**src/hdl/fpp_pkg.sv**
```systemverilog
// Package: types, constants and register map of the framed packet parser.
package fpp_pkg;

  // Frame buffer size default and frame layout
  localparam int          FRAME_BUFFER_BYTES_DEF = 128;
  localparam int          FRAME_OVERHEAD         = 10;
  localparam logic [15:0] CRC_POLY               = 16'h1021;

  // Configuration reset values
  localparam logic [7:0]  PRE1_RST = 8'h55;
  localparam logic [7:0]  PRE2_RST = 8'h66;
  localparam logic [15:0] SEED_RST = 16'h0000;

  // Port widths
  localparam int IN_TDATA_W  = 8;
  localparam int OUT_TDATA_W = 32;
  localparam int OUT_TUSER_W = 2;
  localparam int APB_ADDR_W  = 4;
  localparam int APB_DATA_W  = 32;

  // Register index (paddr[3:2])
  localparam logic [1:0] REG_PRE1 = 2'd0;
  localparam logic [1:0] REG_PRE2 = 2'd1;
  localparam logic [1:0] REG_SEED = 2'd2;

  typedef enum logic [1:0] {
    PH_HUNT1 = 2'd0,
    PH_HUNT2 = 2'd1,
    PH_DATA  = 2'd2
  } phase_e;

endpackage

```
**src/hdl/fpp_crc16_byte.sv**
```systemverilog
// Bytewise CRC-16 update, MSB first.
module fpp_crc16_byte (
  input  logic [15:0] crc_i,
  input  logic [7:0]  data_i,
  output logic [15:0] crc_o
);
  import fpp_pkg::*;

  always_comb begin
    logic [15:0] c;
    c = crc_i ^ {data_i, 8'h00};
    for (int k = 0; k < 8; k++) begin
      if (c[15]) begin
        c = {c[14:0], 1'b0} ^ CRC_POLY;
      end else begin
        c = {c[14:0], 1'b0};
      end
    end
    crc_o = c;
  end

endmodule

```
**src/hdl/framed_packet_parser_crc16.sv**
```systemverilog
// Top level: byte stream framer with preamble hunt and CRC-16 check.
//
// Usage
//   s_axis: one received byte per beat (tdata[7:0]).
//   m_axis: one beat per frame byte taken after the preamble, or one beat
//           for a byte that overflows the frame buffer (tuser[1]=aborted).
//           Preamble bytes and bytes dropped while hunting give no beat.
//   APB:    preamble_first @0x0, preamble_second @0x4, crc_seed @0x8.
//           Write only while the stream is idle; pready is always high.
// Timing
//   Input register -> combinational parse/CRC step -> output register.
//   A byte sits in the input register, then its beat in the output register.
//   One byte per cycle sustained unless a beat stalls; the bytewise
//   CRC update sits between the two registers and sets the cycle time.
// Reset
//   Both stages empty, parser hunting the first preamble byte, registers
//   back to 0x55 / 0x66 / 0x0000. No clearing pass.
// Stall
//   A stalled output beat holds; the input stage still drains bytes that
//   give no beat, and only backs up when a beat has nowhere to go.
module framed_packet_parser_crc16 #(
  parameter int FRAME_BUFFER_BYTES = fpp_pkg::FRAME_BUFFER_BYTES_DEF
) (
  input  logic                               clk_i,
  input  logic                               rst_ni,
  // Byte stream in
  input  logic                               s_axis_tvalid_i,
  output logic                               s_axis_tready_o,
  input  logic [fpp_pkg::IN_TDATA_W-1:0]     s_axis_tdata_i,   // [7:0] rx_byte
  // Frame byte stream out
  output logic                               m_axis_tvalid_o,
  input  logic                               m_axis_tready_i,
  // [7:0] frame_byte, [14:8] byte_index, [30:15] payload_length, [31] zero
  output logic [fpp_pkg::OUT_TDATA_W-1:0]    m_axis_tdata_o,
  output logic                               m_axis_tlast_o,   // end_of_frame
  output logic [fpp_pkg::OUT_TUSER_W-1:0]    m_axis_tuser_o,   // [0] crc_ok, [1] aborted
  // Configuration
  input  logic                               psel_i,
  input  logic                               penable_i,
  input  logic                               pwrite_i,
  input  logic [fpp_pkg::APB_ADDR_W-1:0]     paddr_i,
  input  logic [fpp_pkg::APB_DATA_W-1:0]     pwdata_i,
  output logic [fpp_pkg::APB_DATA_W-1:0]     prdata_o,
  output logic                               pready_o
);
  import fpp_pkg::*;

  localparam int             CNT_W    = $clog2(FRAME_BUFFER_BYTES);
  localparam int             IDX_W    = 17;  // holds any index and length + overhead
  localparam logic [IDX_W-1:0] IDX_LAST = IDX_W'(FRAME_BUFFER_BYTES - 1);
  localparam logic [IDX_W-1:0] OVH_M2   = IDX_W'(FRAME_OVERHEAD - 2);
  localparam logic [IDX_W-1:0] OVH_M1   = IDX_W'(FRAME_OVERHEAD - 1);
  localparam logic [IDX_W-1:0] IDX_LEN_LO = IDX_W'(3);
  localparam logic [IDX_W-1:0] IDX_LEN_HI = IDX_W'(4);
  localparam logic [CNT_W-1:0] CNT_FIRST  = CNT_W'(2);  // first byte after preamble

  // ---------------------------------------------------------------- config
  logic [7:0]  pre1_q, pre2_q;
  logic [15:0] seed_q;
  logic        cfg_wr;

  assign pready_o = 1'b1;
  assign cfg_wr   = psel_i & penable_i & pwrite_i & pready_o;

  always_ff @(posedge clk_i or negedge rst_ni) begin
    if (!rst_ni) begin
      pre1_q <= PRE1_RST;
      pre2_q <= PRE2_RST;
      seed_q <= SEED_RST;
    end else if (cfg_wr) begin
      case (paddr_i[3:2])
        REG_PRE1: pre1_q <= pwdata_i[7:0];
        REG_PRE2: pre2_q <= pwdata_i[7:0];
        REG_SEED: seed_q <= pwdata_i[15:0];
        default: ;
      endcase
    end
  end

  always_comb begin
    case (paddr_i[3:2])
      REG_PRE1: prdata_o = {24'h0, pre1_q};
      REG_PRE2: prdata_o = {24'h0, pre2_q};
      REG_SEED: prdata_o = {16'h0, seed_q};
      default:  prdata_o = '0;
    endcase
  end

  // ---------------------------------------------------------- input stage
  logic       in_vld_q;
  logic [7:0] in_byte_q;
  logic       s_acc, advance, emit, out_free;

  assign out_free        = !m_axis_tvalid_o || m_axis_tready_i;
  assign advance         = in_vld_q && (!emit || out_free);
  assign s_axis_tready_o = !in_vld_q || advance;
  assign s_acc           = s_axis_tvalid_i && s_axis_tready_o;

  always_ff @(posedge clk_i or negedge rst_ni) begin
    if (!rst_ni) begin
      in_vld_q <= 1'b0;
    end else if (s_acc) begin
      in_vld_q <= 1'b1;
    end else if (advance) begin
      in_vld_q <= 1'b0;
    end
  end

  always_ff @(posedge clk_i) begin
    if (s_acc) begin
      in_byte_q <= s_axis_tdata_i;
    end
  end

  // --------------------------------------------------------- parser state
  phase_e           phase_q, phase_d;
  logic [CNT_W-1:0] cnt_q, cnt_d;
  logic [15:0]      len_q, len_d;
  logic [15:0]      crc_q, crc_d;
  logic [7:0]       crc_lo_q, crc_lo_d;

  logic [15:0]      crc_base, crc_new, len_new, len_out;
  logic [IDX_W-1:0] idx, tot_m2, tot_m1;
  logic             eof, ok, abort;

  // Hunt for first byte restarts from the seed; otherwise extend the running CRC
  assign crc_base = (phase_q == PH_DATA || phase_q == PH_HUNT2) ? crc_q : seed_q;

  fpp_crc16_byte u_crc (
    .crc_i  (crc_base),
    .data_i (in_byte_q),
    .crc_o  (crc_new)
  );

  assign idx     = IDX_W'(cnt_q);
  assign len_new = (idx == IDX_LEN_HI) ? {in_byte_q, crc_lo_q} : len_q;
  assign tot_m2  = IDX_W'(len_new) + OVH_M2;
  assign tot_m1  = IDX_W'(len_new) + OVH_M1;

  always_comb begin
    phase_d  = phase_q;
    cnt_d    = cnt_q;
    len_d    = len_q;
    crc_d    = crc_q;
    crc_lo_d = crc_lo_q;
    emit     = 1'b0;
    eof      = 1'b0;
    ok       = 1'b0;
    abort    = 1'b0;
    len_out  = len_q;
    case (phase_q)
      PH_HUNT2: begin
        if (in_byte_q == pre2_q) begin
          crc_d   = crc_new;
          len_d   = '0;
          cnt_d   = CNT_FIRST;
          phase_d = PH_DATA;
        end else begin
          phase_d = PH_HUNT1;
        end
      end
      PH_DATA: begin
        emit = 1'b1;
        if (idx >= IDX_LAST) begin
          // buffer full: report and drop the byte
          abort   = 1'b1;
          phase_d = PH_HUNT1;
        end else begin
          len_d   = len_new;
          len_out = len_new;
          if (idx == IDX_LEN_LO) begin
            crc_lo_d = in_byte_q;  // length low byte parked until byte 4
          end
          if (idx < tot_m2) begin
            crc_d = crc_new;
          end else if (idx == tot_m2) begin
            crc_lo_d = in_byte_q;
          end
          if (idx == tot_m1) begin
            eof = 1'b1;
            ok  = ({in_byte_q, crc_lo_q} == crc_q);
          end
          if (idx >= tot_m1) begin
            phase_d = PH_HUNT1;
            cnt_d   = '0;
          end else begin
            cnt_d = cnt_q + CNT_W'(1);
          end
        end
      end
      default: begin
        cnt_d = '0;
        if (in_byte_q == pre1_q) begin
          crc_d   = crc_new;
          phase_d = PH_HUNT2;
        end else begin
          crc_d   = seed_q;
          phase_d = PH_HUNT1;
        end
      end
    endcase
  end

  always_ff @(posedge clk_i or negedge rst_ni) begin
    if (!rst_ni) begin
      phase_q  <= PH_HUNT1;
      cnt_q    <= '0;
      len_q    <= '0;
      crc_q    <= SEED_RST;
      crc_lo_q <= '0;
    end else if (advance) begin
      phase_q  <= phase_d;
      cnt_q    <= cnt_d;
      len_q    <= len_d;
      crc_q    <= crc_d;
      crc_lo_q <= crc_lo_d;
    end
  end

  // --------------------------------------------------------- output stage
  logic        out_vld_q;
  logic [7:0]  out_byte_q;
  logic [6:0]  out_idx_q;
  logic [15:0] out_len_q;
  logic        out_eof_q, out_ok_q, out_abort_q;

  always_ff @(posedge clk_i or negedge rst_ni) begin
    if (!rst_ni) begin
      out_vld_q <= 1'b0;
    end else if (advance && emit) begin
      out_vld_q <= 1'b1;
    end else if (m_axis_tready_i) begin
      out_vld_q <= 1'b0;
    end
  end

  always_ff @(posedge clk_i) begin
    if (advance && emit) begin
      out_byte_q  <= in_byte_q;
      out_idx_q   <= idx[6:0];
      out_len_q   <= len_out;
      out_eof_q   <= eof;
      out_ok_q    <= ok;
      out_abort_q <= abort;
    end
  end

  assign m_axis_tvalid_o = out_vld_q;
  assign m_axis_tdata_o  = {1'b0, out_len_q, out_idx_q, out_byte_q};
  assign m_axis_tlast_o  = out_eof_q;
  assign m_axis_tuser_o  = {out_abort_q, out_ok_q};

endmodule

```
**config.mk**
```make
export PLATFORM = sky130hd
export DESIGN_NAME = framed_packet_parser_crc16
export DESIGN_NICKNAME = d
export VERILOG_FILES = /design/src/hdl/fpp_pkg.sv /design/src/hdl/fpp_crc16_byte.sv /design/src/hdl/framed_packet_parser_crc16.sv
export SDC_FILE = /design/constraint.sdc
export NUM_CORES = 1
export LEC_CHECK = 0
export BUFFER_PORTS_ARGS = -buffer_cell sky130_fd_sc_hd__buf_2
export CORE_MARGIN = 8
export CORE_UTILIZATION = 52
export CTS_CLUSTER_SIZE = 40
export DETAILED_ROUTE_END_ITERATION = 8
export PLACE_DENSITY = 0.77
export REMOVE_ABC_BUFFERS = 1
export SETUP_SLACK_MARGIN = 0.2
export SLEW_MARGIN = 0
export SYNTH_ARGS = -nofsm -noshare
export SYNTH_HDL_FRONTEND = slang
export SYNTH_HIERARCHICAL = 1
export SYNTH_SLANG_ARGS = --single-unit
```
**constraint.sdc**
```tcl
create_clock -name clk_i -period 5.19 [get_ports clk_i]
set_clock_uncertainty 0.15 [all_clocks]
set_input_delay 1.038 -clock clk_i [delete_from_list [all_inputs] [get_ports clk_i]]
set_output_delay 1.038 -clock clk_i [all_outputs]
set_load 0.1 [all_outputs]
```
==> summary.md, run 1 <==
| Metric | Value |
|---|---|
| Outcome | `finished, final reports clean` |
| Worst hold path type | `flop to flop` |
| Fin. max-slew vios | `0` |
| Vias in the first global route | `5870` |
| Setup repair after global routing missed its margin | `no` |
| Setup crit start kind | `flop` |
| Dpl hpwl | `13590 µm` |
| Final Critical Period | `4.585 ns` |
| Slowest CP cell | `dfrtp_1` |
| IR drop worst, VDD | `0.0002565 V` |
| Commonest non-fill, non-tap cell in the layout | `mux2_2` |
| First-pass GRT wire length | `31480 µm` |
| Post-synth EDFFs | `42` |
| CP max FO | `6` |
| Avg Cell Area, Syn | `10.89 µm²` |
| Fmax | `0.2181 GHz` |
| Design Power | `3238 µW` |
| Hold Startpoint | `phase_q[1]` |
| CTS tree | `done` |
| Hold-fix buffers at CTS | `0` |
| Post CTS Setup Buffer Count | `0` |
| Worst slew margin relative to its limit | `34.54%` |
| Gate count after technology mapping | `727` |
| Fin nets | `872` |
| Distinct cells, synth | `72` |
| Fin crit share | `88.35%` |
| Antenna Violating Nets Remaining | `0` |
| Ys Warns | `6` |
| CP Data Required Time | `5.35 ns` |
| Arr. time, crit path | `4.74 ns` |
| Clock buffer depth | `2` |
| Layout cells sized above 1 | `32.39%` |
| Asr flop ratio synth | `66.40%` |
| PortBufs | `84` |
| Sequential share of the synthesized area | `42.30%` |
| Hold EP | `phase_q[1]` |
| Drt first pass iters | `5` |
| Die area | `19430 µm²` |
| Via-to-Cell Ratio | `5.853` |
| Worst-path cell chain | `inv_1 -> ha_1 -> nand2_1 -> nor2_8 -> mux2i_1 -> inv_1 -> ha_1 -> a41oi_2 -> nor2b_1 -> mux2_2 -> a211o_1 -> a2111oi_2 -> o2111ai_2 -> o21bai_1 -> and2b_1 -> mux2_2` |
| Clock slew at reported path FFs | `0.06 ns` |
| Critical path type | `flop to flop` |
| Number of synthesized register bits | `125` |
| Ports | `121` |
| # DRC | `0` |
| Largest net degree at the start of global routing | `49` |
| Commonest non-fill, non-tap cells in the layout | `86 x mux2_2, 83 x buf_2, 75 x nand2_1, 75 x dfrtp_1, 46 x o21ai_0` |
| Worst hold stages | `1` |
| GRT Residual Overflow | `0` |
| Row count | `45` |
| Reg2Reg Capture Point | `phase_q[1]` |
| Finish-stage setup viols | `0` |
| Layout area overhead | `14.73%` |
| First DRT Iteration DRCs | `461` |
| Initial Utilization | `52.65%` |
| H-Tree Depth | `4` |
| Ant. Diodes | `0` |
| Post-route setup TNS | `0 ns` |
| Skew-Pair Late Insertion Delay | `0.43 ns` |
| Wirelength per Cell | `19.30 µm` |
| Clock Tree Root | `clkbuf_16` |
| Final Hold Viols | `0` |
| Max stage delay on crit path | `0.43 ns` |
| Num CTS Buffers | `17` |
| Final Wtd Congestion | `0.8668` |
| Drt total wl | `19360 µm` |
| Pre-CTS WS | `0.4665 ns` |
| Core footprint | `15030 µm²` |
| Crit end category | `flop` |
| Synthesized area | `7915 µm²` |
| Worst r2r path cells | `16` |
| Die height | `139.4 µm` |
| Final Util | `60.41%` |
| Clock sink count | `125` |
| Worst-margin pin slew | `0.9796 ns` |
| Antenna violations before repair | `0` |
| Flop2flop setup slack | `0.60 ns` |
| P per Cell Area | `356.6 nW/µm²` |
| Worst setup margin | `0.6046 ns` |
| GRT Overall Usage | `20.48%` |
| Die Wd | `139.4 µm` |
| Most used DFF post-synth | `dfrtp_1` |
| Worst r2r src | `cnt_q[0]` |
| Vias | `5871` |
| Static Leak | `0.003990 µW` |
| Max-cap violations | `0` |
## critical path, delay by kind of cell (launching register included)
family                   cells  cell delay (ns)
adder cells (fa/ha/maj)      2             0.50
flip-flops                   1             0.43
AO/OA/AOI/OAI                5             1.46
AND/OR/NAND/NOR              4             0.74
buffers and inverters        2             0.28
multiplexers                 3             0.89
## report_power, final
part	internal (µW)	switching, µW
Clock	761	473
Combinational	356	386
Sequential	1130	130
## flip-flops by register name, indices dropped and copies added (netlist names)
name             count
crc_q               16
len_q               16
out_len_q           16
seed_q              16
crc_lo_q             8
in_byte_q            8
out_byte_q           8
pre1_q               8
pre2_q               8
cnt_q                7
out_idx_q            7
phase_q              2
in_vld_q             1
m_axis_tlast_o       1
m_axis_tvalid_o      1
out_abort_q          1
out_ok_q             1
## cell families (layout without fill, tap and decap cells)
family / after synthesis / in the layout / share of synthesized area (%)
and+or+nand+nor: 202 / 202 / 13.12
DFF: 125 / 125 / 42.30
AOI/OAI and AO/OA: 112 / 112 / 9.422
muxes: 121 / 121 / 17.29
xor gates and xnor gates: 70 / 70 / 10.04
buffers and inverters: 76 / 148 / 4.727
other: 2 / 18 / 0.09488
adders and majority gates: 19 / 19 / 3.004
## worst max path at each step
stage,from,endpoint,cells after the start
5_1_grt,cnt_q[0],phase_q[1],16
6_report,cnt_q[0],phase_q[1],16
3_5_place_dp,cnt_q[3],phase_q[1],14
3_3_place_gp,cnt_q[3],phase_q[1],14
2_1_floorplan,cnt_q[3],crc_q[0],15
4_1_cts,cnt_q[0],phase_q[1],16
## per-stage QoR
stage	hold slack, ns	std cells	area, µm²
floorplan	0.3574	683	7661
global placement	0.3748	971	8452
detailed placement	0.3927	971	8452
CTS	0.4047	1003	9067
global route	0.4207	1003	9081
finish	0.4035	1003	9081
## cells in the mapped netlist (16+ instances only)
cell type	n	area, µm²
inv_1	16	60.06
clkbuf_1	34	127.6
xor2_1	25	219.0
buf_4	21	157.7
edfxtp_1	42	1261
dfrtp_1	75	1877
nand3_1	32	160.2
mux2_2	86	968.4
mux2i_1	25	250.2
nand2_1	75	281.5
o21ai_0	46	230.2
ha_1	19	237.7
xnor2_1	32	280.3
## per-layer routing
metal / up-vias / global-route usage (%) / part of all wire [%] / wire length, µm
li1: 2752 / - / - / -
met1: 2891 / 24.97 / 42 / 8188
met2: 192 / 33.81 / 50 / 9605
met3: 36 / 5.096 / 5.5 / 1059
met4: 0 / 8.954 / 2.6 / 504
met5: - / 0 / 0 / 0
## area by class of cell
class / count / area, µm²
clock buffers: 17 / 425.4
fillers: 1232 / 5952
clock inverters: 15 / 190.2
repair buffers: 100 / 543.0
well taps: 188 / 235.2
inverters: 16 / 60.06
flip-flops and latches: 125 / 3348
multi-input cells: 542 / 4279
## repair_timing
item	4_1_cts	5_1_grt
endpoints found under the setup margin	0	4
endpoints found under the hold margin	0	0
resized for setup	0	2
(Power assumes the default switching activity.)
==> run 2: changes to the inputs <==
--- a/config.mk
+++ b/config.mk
@@ -11,7 +11,6 @@
 export CTS_CLUSTER_SIZE = 40
 export DETAILED_ROUTE_END_ITERATION = 8
 export PLACE_DENSITY = 0.77
-export REMOVE_ABC_BUFFERS = 1
 export SETUP_SLACK_MARGIN = 0.2
 export SLEW_MARGIN = 0
 export SYNTH_ARGS = -nofsm -noshare
==> summary.md, run 2 (same netlist as run 1, synthesis figures left out) <==
| Metric | Value |
|---|---|
| Worst-margin pin slew | `0.9577 ns (-0.02193 ns)` |
| Fin crit share | `89.84% (+1.5 points)` |
| Commonest non-fill, non-tap cell in the layout | `mux2_2` |
| Drt total wl | `19050 µm (-1.6%)` |
| Wirelength per Cell | `18.99 µm (-1.6%)` |
| CP Data Required Time | `5.35 ns (about the same)` |
| Worst slew margin relative to its limit | `36.00% (+1.5 points)` |
| Drt first pass iters | `5 (unchanged)` |
| GRT Residual Overflow | `0 (unchanged)` |
| Outcome | `finished, final reports clean` |
| Fmax | `0.2145 GHz (-1.7%)` |
| Worst setup margin | `0.5275 ns (-0.07706 ns)` |
| Hold Startpoint | `crc_q[4]` |
| # DRC | `0 (unchanged)` |
| Commonest non-fill, non-tap cells in the layout | `86 x mux2_2, 83 x buf_2, 75 x nand2_1, 75 x dfrtp_1, 46 x o21ai_0` |
| Pre-CTS WS | `0.4900 ns (+0.02354 ns)` |
| Antenna violations before repair | `0 (unchanged)` |
| Clock sink count | `125 (unchanged)` |
| Finish-stage setup viols | `0 (unchanged)` |
| Num CTS Buffers | `17 (unchanged)` |
| Final Critical Period | `4.662 ns (+0.07706 ns)` |
| Setup repair after global routing missed its margin | `no` |
| GRT Overall Usage | `20.15% (-0.32 points)` |
| Ports | `121 (unchanged)` |
| Static Leak | `0.004000 µW (+0.24%)` |
| CP max FO | `6 (unchanged)` |
| Die Wd | `139.4 µm (unchanged)` |
| Crit end category | `flop` |
| PortBufs | `84 (unchanged)` |
| Die height | `139.4 µm (unchanged)` |
| Ant. Diodes | `0 (unchanged)` |
| Layout area overhead | `14.43%` |
| Largest net degree at the start of global routing | `51 (+4.1%)` |
| Final Wtd Congestion | `0.9301 (+7.3%)` |
| Vias | `5794 (-1.3%)` |
| Final Util | `60.25% (-0.16 points)` |
| Dpl hpwl | `13740 µm (+1.1%)` |
| P per Cell Area | `349.3 nW/µm² (-2.0%)` |
| First DRT Iteration DRCs | `566 (+23%)` |
| Critical Path Start | `cnt_q[0]` |
| Clock slew at reported path FFs | `0.06 ns (about the same)` |
| Core footprint | `15030 µm² (unchanged)` |
| Clock Tree Root | `clkbuf_16` |
| Initial Utilization | `52.65% (unchanged)` |
| Row count | `45 (unchanged)` |
| Setup crit start kind | `flop` |
| Antenna Violating Nets Remaining | `0 (unchanged)` |
| Arr. time, crit path | `4.82 ns (+0.08 ns)` |
| Worst hold path type | `flop to flop` |
| Critical path type | `flop to flop` |
| Hold WS | `0.4081 ns (+0.004611 ns)` |
| Via-to-Cell Ratio | `5.777 (-1.3%)` |
| Max-cap violations | `0 (unchanged)` |
| CTS tree | `done` |
| Worst r2r src | `cnt_q[0]` |
| Final Hold Viols | `0 (unchanged)` |
| Skew-Pair Late Insertion Delay | `0.43 ns (about the same)` |
| H-Tree Depth | `4 (unchanged)` |
| Die area | `19430 µm² (unchanged)` |
| Post-route setup TNS | `0 ns (unchanged)` |
| Fin. max-slew vios | `0 (unchanged)` |
| Vias in the first global route | `5809 (-1.0%)` |
| Clock buffer depth | `2 (unchanged)` |
| Layout cells sized above 1 | `32.27% (-0.12 points)` |
| First-pass GRT wire length | `31280 µm (-0.66%)` |
| IR drop worst, VDD | `0.0003569 V (+39%)` |
| Fin nets | `872 (unchanged)` |
run 2: cell count changes in the layout (fill, tap and decap cells not counted), sizes merged:
cell | before | now
bufinv | 3 | 0
clkinv | 3 | 6
clkbuf | 17 | 22
clkinvlp | 6 | 2
inv | 19 | 18
run 2: report_power, final:
part	total, µW	switching, µW	internal [µW]
Clock	1170	456	711
Sequential	1260	128	1130
Combinational	737	381	356
run 2: critical path: stages (launching register included):
cell	delay (ns)
dfrtp_1	0.43
inv_1	0.14
ha_1	0.20
nand2_1	0.24
nor2_8	0.17
mux2i_1	0.28
inv_1	0.13
ha_1	0.30
a41oi_1	0.36
nor2b_1	0.15
mux2_2	0.29
a211o_1	0.28
a2111oi_2	0.40
o2111ai_2	0.26
o21bai_1	0.23
and2b_1	0.19
mux2_2	0.33
run 2: through the flow:
stage / total power [µW] / instances / cell area [µm²]
6_report: 3164 / 1003 / 9057
5_1_grt: 3285 / 1003 / 9057
4_1_cts: 3182 / 1003 / 9044
3_5_place_dp: 2013 / 971 / 8452
3_3_place_gp: 1991 / 971 / 8452
2_1_floorplan: 1874 / 743 / 7976
run 2: routing by layer:
layer / share of wire (%) / track usage [%] / vias up
met3: 6.3 / 5.882 / 25
met4: 1.9 / 6.586 / 0
met5: 0 / 0 / -
met2: 48 / 32.23 / 187
met1: 44 / 25.73 / 2825
li1: - / - / 2757
run 2: final cells by class:
| class | count | area, µm² |
|---|---|---|
| clock buffers | 22 | 518.0 |
| clock inverters | 10 | 73.82 |
| fillers | 1245 | 5976 |
| inverters | 16 | 60.06 |
| multi-input cells | 542 | 4279 |
| flip-flops and latches | 125 | 3348 |
| well taps | 188 | 235.2 |
| repair buffers | 100 | 543.0 |
run 2: what timing repair did:
action,CTS,global route
resized for setup,0,3
setup buffers,0,0
hold buffers,0,0
hold endpoints to repair,0,0
setup endpoints to repair,0,9
run 2: final timing paths:
kind | slack [ns] | depth (start not counted) | to
worst max register to register | 0.53 | 16 | phase_q[1]
worst max-delay path | 0.53 | 16 | phase_q[1]
worst min-delay path | 0.41 | 1 | crc_q[4]
max in group asynchronous | 3.46 | 2 | pre2_q[6]
worst min register to register | 0.41 | 1 | crc_q[4]
min in group asynchronous | 0.50 | 1 | len_q[9]
